==> src/design/bas_pkg.sv <==
// ----------------------------------------------------------------------------
// bas_pkg
// Request and result types and codes for the breakpoint address set.
// ----------------------------------------------------------------------------
package bas_pkg;

  localparam int ADDR_W  = 16;
  localparam int COUNT_W = 5;

  // operation codes
  localparam logic [1:0] OP_QUERY  = 2'd0;
  localparam logic [1:0] OP_ADD    = 2'd1;
  localparam logic [1:0] OP_REMOVE = 2'd2;

  // status codes
  localparam logic [1:0] ST_DONE     = 2'd0;
  localparam logic [1:0] ST_NOCHANGE = 2'd1;
  localparam logic [1:0] ST_FULL     = 2'd2;

  typedef struct packed {
    logic [1:0]        operation;
    logic [ADDR_W-1:0] address;
  } in_item_t;

  typedef struct packed {
    logic               was_present;
    logic [COUNT_W-1:0] entry_count;
    logic [1:0]         status;
  } out_item_t;

endpackage

==> src/design/bas_in_stage.sv <==
// ----------------------------------------------------------------------------
// bas_in_stage
// Input register for one request; stalls only when the result side is full.
// ----------------------------------------------------------------------------
module bas_in_stage (
  input  logic             clk,
  input  logic             rst_n,
  input  logic             in_valid,
  input  bas_pkg::in_item_t in_data,
  output logic             in_stall,
  input  logic             advance,
  output logic             vld,
  output bas_pkg::in_item_t item
);

  logic              vld_r;
  bas_pkg::in_item_t item_r;
  logic              take;

  assign in_stall = vld_r && !advance;
  assign take     = in_valid && !in_stall;

  always_ff @(posedge clk) begin
    if (!rst_n) begin
      vld_r <= 1'b0;
    end else if (take) begin
      vld_r <= 1'b1;
    end else if (advance) begin
      vld_r <= 1'b0;
    end
  end

  always_ff @(posedge clk) begin
    if (take) begin
      item_r <= in_data;
    end
  end

  assign vld  = vld_r;
  assign item = item_r;

endmodule

==> src/design/bas_cam.sv <==
// ----------------------------------------------------------------------------
// bas_cam
// Address store with parallel match, packed from index 0; remove swaps in last.
// ----------------------------------------------------------------------------
module bas_cam #(
  parameter int CAPACITY = 16
) (
  input  logic               clk,
  input  logic               rst_n,
  input  logic               fire,
  input  bas_pkg::in_item_t  item,
  output bas_pkg::out_item_t result
);

  localparam int IW = (CAPACITY > 1) ? $clog2(CAPACITY) : 1;
  localparam int CW = $clog2(CAPACITY + 1);

  logic [bas_pkg::ADDR_W-1:0] entries_r [CAPACITY];
  logic [CW-1:0]              count_r;
  logic [CW-1:0]              count_nxt;

  logic [CAPACITY-1:0]        hit;
  logic                       present;
  logic                       full;
  logic [CW-1:0]              last_cnt;
  logic [IW-1:0]              last_idx;
  logic [IW-1:0]              add_idx;
  logic [bas_pkg::ADDR_W-1:0] last_entry;
  logic                       do_add;
  logic                       do_remove;
  logic [1:0]                 status;
  logic [CW+bas_pkg::COUNT_W-1:0] count_ext;

  // only live entries take part in the match
  always_comb begin
    for (int i = 0; i < CAPACITY; i++) begin
      hit[i] = (CW'(i) < count_r) && (entries_r[i] == item.address);
    end
  end

  assign present    = |hit;
  assign full       = (count_r == CW'(CAPACITY));
  assign last_cnt   = count_r - CW'(1);
  assign last_idx   = last_cnt[IW-1:0];
  assign add_idx    = count_r[IW-1:0];
  assign last_entry = entries_r[last_idx];

  always_comb begin
    do_add    = 1'b0;
    do_remove = 1'b0;
    status    = bas_pkg::ST_DONE;
    count_nxt = count_r;
    unique case (item.operation)
      bas_pkg::OP_ADD: begin
        if (present) begin
          status = bas_pkg::ST_NOCHANGE;
        end else if (full) begin
          status = bas_pkg::ST_FULL;
        end else begin
          do_add    = 1'b1;
          count_nxt = count_r + CW'(1);
        end
      end
      bas_pkg::OP_REMOVE: begin
        if (!present) begin
          status = bas_pkg::ST_NOCHANGE;
        end else begin
          do_remove = 1'b1;
          count_nxt = last_cnt;
        end
      end
      default: begin
        // query, and the unused code behaves as one
      end
    endcase
  end

  always_ff @(posedge clk) begin
    if (!rst_n) begin
      count_r <= '0;
    end else if (fire) begin
      count_r <= count_nxt;
    end
  end

  // remove fills the hole with the last live entry
  always_ff @(posedge clk) begin
    if (fire) begin
      if (do_add) begin
        entries_r[add_idx] <= item.address;
      end
      if (do_remove) begin
        for (int i = 0; i < CAPACITY; i++) begin
          if (hit[i]) begin
            entries_r[i] <= last_entry;
          end
        end
      end
    end
  end

  assign count_ext          = {{bas_pkg::COUNT_W{1'b0}}, count_nxt};
  assign result.was_present = present;
  assign result.entry_count = count_ext[bas_pkg::COUNT_W-1:0];
  assign result.status      = status;

endmodule

==> src/design/bas_out_stage.sv <==
// ----------------------------------------------------------------------------
// bas_out_stage
// Result register; takes a new result when empty or being drained.
// ----------------------------------------------------------------------------
module bas_out_stage (
  input  logic               clk,
  input  logic               rst_n,
  input  logic               load,
  input  bas_pkg::out_item_t result,
  output logic               room,
  output logic               out_valid,
  input  logic               out_stall,
  output bas_pkg::out_item_t out_data
);

  logic               vld_r;
  bas_pkg::out_item_t data_r;

  assign room = !vld_r || !out_stall;

  always_ff @(posedge clk) begin
    if (!rst_n) begin
      vld_r <= 1'b0;
    end else if (room) begin
      vld_r <= load;
    end
  end

  always_ff @(posedge clk) begin
    if (load) begin
      data_r <= result;
    end
  end

  assign out_valid = vld_r;
  assign out_data  = data_r;

endmodule

==> src/design/breakpoint_address_set.sv <==
// ----------------------------------------------------------------------------
// breakpoint_address_set - set of up to CAPACITY distinct 16-bit addresses
// Path: accepted request -> input register -> result register -> out_valid.
// Throughput: one request per cycle while out_stall is low; combinational match.
// Reset: synchronous active-low rst_n empties the set; entry storage not cleared.
// ----------------------------------------------------------------------------
module breakpoint_address_set #(
  parameter int CAPACITY = 16
) (
  input  logic               clk,
  input  logic               rst_n,
  input  logic               in_valid,
  output logic               in_stall,
  input  bas_pkg::in_item_t  in_data,
  output logic               out_valid,
  input  logic               out_stall,
  output bas_pkg::out_item_t out_data
);

  // Datapath:
  //   in_stage : registers the accepted request
  //   cam      : compares the address against every live entry, decides the
  //              operation and writes the store and count in the same edge
  //              that the result is captured
  //   out_stage: holds the result until the consumer takes it
  // Each request sees the store as left by the one before, so no forwarding
  // is needed.

  logic               stage_vld;
  bas_pkg::in_item_t  stage_item;
  logic               room;
  logic               fire;
  bas_pkg::out_item_t result;

  // a request is processed when the result register can take it
  assign fire = stage_vld && room;

  bas_in_stage u_in (
    .clk      (clk),
    .rst_n    (rst_n),
    .in_valid (in_valid),
    .in_data  (in_data),
    .in_stall (in_stall),
    .advance  (room),
    .vld      (stage_vld),
    .item     (stage_item)
  );

  bas_cam #(
    .CAPACITY (CAPACITY)
  ) u_cam (
    .clk    (clk),
    .rst_n  (rst_n),
    .fire   (fire),
    .item   (stage_item),
    .result (result)
  );

  bas_out_stage u_out (
    .clk       (clk),
    .rst_n     (rst_n),
    .load      (fire),
    .result    (result),
    .room      (room),
    .out_valid (out_valid),
    .out_stall (out_stall),
    .out_data  (out_data)
  );

endmodule

==> config.mk <==
export PLATFORM = sky130hd
export DESIGN_NAME = breakpoint_address_set
export DESIGN_NICKNAME = d
export VERILOG_FILES = /design/src/design/bas_pkg.sv /design/src/design/bas_in_stage.sv /design/src/design/bas_cam.sv /design/src/design/bas_out_stage.sv /design/src/design/breakpoint_address_set.sv
export SDC_FILE = /design/constraint.sdc
export NUM_CORES = 1
export LEC_CHECK = 0
export BUFFER_PORTS_ARGS = -buffer_cell sky130_fd_sc_hd__buf_2
export CAP_MARGIN = 20
export CELL_PAD_IN_SITES_DETAIL_PLACEMENT = 1
export CELL_PAD_IN_SITES_GLOBAL_PLACEMENT = 2
export CORE_UTILIZATION = 50
export DETAILED_ROUTE_END_ITERATION = 12
export HOLD_SLACK_MARGIN = 0.03
export PLACE_DENSITY_LB_ADDON = 0.1
export SYNTH_ARGS = -nofsm -noshare
export SYNTH_HDL_FRONTEND = slang
export SYNTH_SLANG_ARGS = --single-unit
==> constraint.sdc <==
create_clock -name clk -period 7 [get_ports clk]
set_input_delay 0.35 -clock clk [delete_from_list [all_inputs] [get_ports clk]]
set_output_delay 0.35 -clock clk [all_outputs]
set_load 0.03 [all_outputs]
After elaboration in Yosys (flattened, before gate mapping)
Memories as Yosys holds them, arrays and structs flattened.
Cells that the tools add are included.
W data, S select, Z words.
- memories: 1
- logic and storage cells: 158
- input port bits: 22
- register bits: 33
- memory bits (writable): 256
- equal/unequal tests: 19
- order comparisons: 16
- $add $sub $neg: 2
- reductions and logical operators: 27
- mux-type cells: 85
- memory list (memory ; words ; bits a word ; rd ports ; clocked after memory_dff ; wr ports ; line ; source):
    u_cam.entries_r ; 16 ; 16 ; 17 ; 0 ; 16 ; bas_cam.sv:18 ; logic [bas_pkg::ADDR_W-1:0] entries_r [CAPACITY];
- operator list (kind ; count):
    $eq A16 B16 Y1 ; 16
    $mux W1 ; 76
    $lt A4 B5 Y1 const A ; 8
    $reduce_or A16 Y1 ; 2
    $lt A3 B5 Y1 const A ; 4
    $logic_and A1 B1 Y1 ; 19
    $mux W16 ; 1
    $mux W5 ; 3
    $lt A1 B5 Y1 const A ; 2
    $lt A2 B5 Y1 const A ; 2
    $pmux W5 S2 ; 1
    $add A5 B1 Y5 const B ; 1
    $eq A5 B5 Y1 const B ; 1
    $sub A5 B1 Y5 const B ; 1
    $logic_not A1 Y1 ; 4
    $mux W2 ; 2
    $mux W4 ; 1
    $pmux W2 S2 ; 1
    $eq A2 B1 Y1 const B ; 1
    $eq A2 B2 Y1 const B ; 1
    $reduce_bool A2 Y1 ; 1
    $logic_or A1 B1 Y1 ; 1

Longest topological paths before layout
An unclocked memory read counts as a cell.
- word-level depth: 11
- mapped depth: 14
- mapped depth without buffers: 10

Cells and area by module
Synthesis repeated with hierarchy kept, for this count alone.
- cell total of the unflattened synthesis: 1330
- area total of the unflattened synthesis: 18400.1 µm²
- modules (own cells, without submodules) (module ; area an instance (µm²) ; cells each ; times used ; seq. area each (µm²)):
    bas_cam ; 17530.6 ; 1295 ; 1 ; 7787.5
    bas_in_stage ; 588.1 ; 22 ; 1 ; 560.5
    bas_out_stage ; 275.3 ; 12 ; 1 ; 260.2
    breakpoint_address_set ; 6.3 ; 1 ; 1 ; 0.0

Worst setup path before layout
OpenSTA, ideal clock, no wires.
- path type: reg2reg
- start point: register u_in.item_r, in the netlist u_in.item[4]
- end point: memory u_cam.entries_r[10][0] in the netlist's numbering, enable pin
- slack: 3432 ps
- path buffers: 4
- data arrival time: 3157 ps
- cell stages (with the launch flop): 13
- period minus slack after synthesis: 3568 ps
- cells stage by stage: edfxtp_1 buf_4 buf_6 buf_4 xnor2_1 nand4_1 nor3_1 nor4_1 nand4_1 buf_2 nor2_1 nand3_1 o21ai_0
- RTL lines (element ; line ; source):
    from (decl) ; bas_in_stage.sv:17 ; bas_pkg::in_item_t item_r;
    from (signal assigned) ; bas_in_stage.sv:35 ; item_r <= in_data;
    to (decl) ; bas_cam.sv:18 ;

==> impl_results.md <==
* Status: finished clean
* Max Fclk at 186 MHz
* WS Path Type: reg2reg
* Reg2reg start: u_in.item[6]
* Post-Syn Nets at 1,319
* First-pass GRT wire length at 87,800 µm
* Pins Over Slew Limit at 0
* Core area at 35,500 µm²
* Final RePlAce weighted congestion at 0.915
* Worst Hold Launch: out_stall
* Post-synth EDFFs at 282
* Setup_tns at 0 ns
* Antenna Cells at 0
* Min-delay worst type: in2reg
* CTS H-tree depth at 2
* Area leader, netlist: edfxtp_1
* CP required at 7.17 ns
* Row count at 69
* I/O pin count at 32
* CP arrival at 5.56 ns
* Synth top area share at 0.470
* Most frequent cells in the layout: edfxtp_1 (282), xor2_1 (177), mux2_2 (175)
* Power per cell area at 224 nW/µm²
* Worst R2R Setup Slack at 1.61 ns
* Synthesized area at 18,000 µm²
* Inserted Clock Buffers at 36
* Post-route minimum period at 5.39 ns
* Post-Route WL at 61,600 µm
* Grt ovf at 0
* CP max FO at 21
* Chip Width at 192 µm
* Die height at 192 µm
* Drt wl/cell at 34.8 µm
* Setup WS post-layout at 1.61 ns
* YS warnings at 0
* Worst-Margin Slew at 1.14 ns
* Sink Count at 289
* Register area share after synthesis at 0.478
* Number of global-route vias before repair at 11,821
* Final hold vios at 0
* Initial antenna violation count at 3
* DRT iter0 DRCs at 1,336
* WHS Path Cells at 3
* CTS tree: yes
* Avg Cell Area, Syn at 14.0 µm²
* Number of remaining DRC errors at 0
* Total global-route track usage at 0.343
* CP max stage delay at 0.96 ns
* Share of cells above drive strength 1 at 0.305
* RSZ-0062 raised after global routing: no
* Routed vias at 11,681
* Worst setup SP type: register
* Peak VDD IR at 0.234 mV
* Main area contributors after synthesis: edfxtp_1 (47%), mux2_2 (11%), mux4_2 (10%)
* Fin crit share at 0.770
* Worst Skew at 0.0222 ns
* Max-Cap Viols at 0
* Crit path capture type: register
* CTS-repair resized insts at 0
* Syn Inst Count at 1,290
* #FFs+latches synth at 289
* Netlist cell types at 43
* Max_slew headroom at 0.242
* CTS Root Cell: clkbuf_16
* Primary FF master, synth: edfxtp_1
* Final #Nets at 1,310
* CP cell instances: buf_4, xor2_1, nor4_1, nand3_1, nor3_1, nor4_1, nand4_1, buf_4, and3_4, and2_1, o21bai_2
* Max clock buf depth at 3
* Slowest-stage cell, CP: edfxtp_1
* IO Port Bufs at 31
* Leak at 6.43 nW
* Setup Viol. Count Final at 0
* Detail Route Antenna Nets at 0
* RR Endpoint: u_cam.entries_r[9][6]
* Largest net degree at the start of global routing at 58
* Post-DP HPWL at 41,800 µm
* R2r worst-path depth at 11
* Hold endpoint: u_out.out_valid
* Pre-CTS setup slack at 1.82 ns
* Detailed-router iteration count before antenna repair at 5
* Clock Latency Late Sink at 0.56 ns
* Clk slew on worst S/H paths at 0.06 ns
* Most common cell after layout, fill and taps aside: edfxtp_1
* Vias per cell at 6.61
* P&R area growth vs syn at 9.01%
* Starting density of the core at 0.507
* Die footprint at 36,800 µm²
* Fraction of registers with async set/reset at 0
[per-layer routing]
metal | GRT usage | wire, µm
met5 | 0 | 12
met4 | 0.148 | 2670
met3 | 0.0629 | 4990
met2 | 0.543 | 28900
met1 | 0.462 | 25000
[state kept, by name, summed over array words and instances (netlist names)]
signal,count
u_out.out_data,8
u_in.vld,1
u_out.out_valid,1
u_in.item,18
u_cam.entries_r,256
u_cam.count_r,5
[repair_timing]
action                                 CTS  global route
buffers inserted                         0             0
endpoints found under the hold margin   19             0
hold buffers                            19             0
[logic make-up (layout without fill, tap and decap cells)]
family	Yosys count	in the layout	synth area share
AND/OR/NAND/NOR	187	187	0.0575
buffers and inverters	149	166	0.0500
XOR/XNOR	260	260	0.126
multiplexers	340	340	0.262
AO/OA/AOI/OAI	58	58	0.0205
adder cells (fa/ha/maj)	7	7	0.00486
flip-flops	289	289	0.478
[worst max-delay path: cells and delay by family, from the launching register on]
family | cells | cell delay [ns]
AND/OR/NAND/NOR | 7 | 2.72
flip-flops | 1 | 0.96
buffers and inverters | 2 | 0.65
AO/OA/AOI/OAI | 1 | 0.54
XOR/XNOR | 1 | 0.10
[power breakdown]
part	total, mW	switching, mW	internal (mW)
logic	0.612	0.416	0.196
registers	1.94	0.0249	1.91
clock network	1.85	0.763	1.09
total	4.40	1.20	3.20
[layout make-up]
cell class | instances | area, µm²
Fill cell | 3381 | 15900
Sequential cell | 289 | 8610
Multi-Input combinational cell | 852 | 8580
Clock buffer | 47 | 973
Timing Repair Buffer | 90 | 681
Tap cell | 461 | 577
Clock inverter | 17 | 160
Inverter | 12 | 45.0
[metrics by stage]
| step | cells | area, µm² | utilization | hold WS (ns) | total power, mW |
|---|---|---|---|---|---|
| after global routing | 1768 | 19600 | 0.553 | 0.0820 | 4.49 |
| after detailed placement | 1682 | 18300 | 0.515 | 0.504 | 2.56 |
| after global placement | 1682 | 18300 | 0.515 | 0.468 | 2.56 |
| after CTS | 1765 | 19600 | 0.552 | 0.0685 | 4.41 |
| after floorplan | 1290 | 18000 | - | 0.449 | 2.33 |
| final | 1768 | 19600 | 0.553 | 0.0808 | 4.40 |
[worst max path at each step]
stage,startpoint,to,slack (ns),cells past startpoint
floorplan,u_in.item[4],u_cam.entries_r[10][0],3.43,12
global placement,u_in.item[14],u_cam.entries_r[1][1],1.87,11
detailed placement,u_in.item[14],u_cam.entries_r[9][10],1.82,11
CTS,u_in.item[6],u_cam.entries_r[9][10],1.76,11
global route,u_in.item[6],u_cam.entries_r[9][10],1.46,11
finish,u_in.item[6],u_cam.entries_r[9][6],1.61,11
[Yosys cell counts, types with 4 or more instances]
cell type and number:
a21oi_1 14, a31oi_1 4, and2_1 14, buf_1 5, buf_2 33, buf_4 22
buf_6 29, clkbuf_1 48, dfxtp_1 7, edfxtp_1 282, ha_1 7, inv_1 11
mux2_1 81, mux2_2 175, mux2i_1 4, mux4_2 80, nand2_1 32, nand3_1 20
nand4_1 20, nor2_1 15, nor3_1 15, nor4_1 58, o21ai_0 12, o21bai_1 14
xnor2_1 82, xor2_1 178
Power figures use the tool's default switching activity.
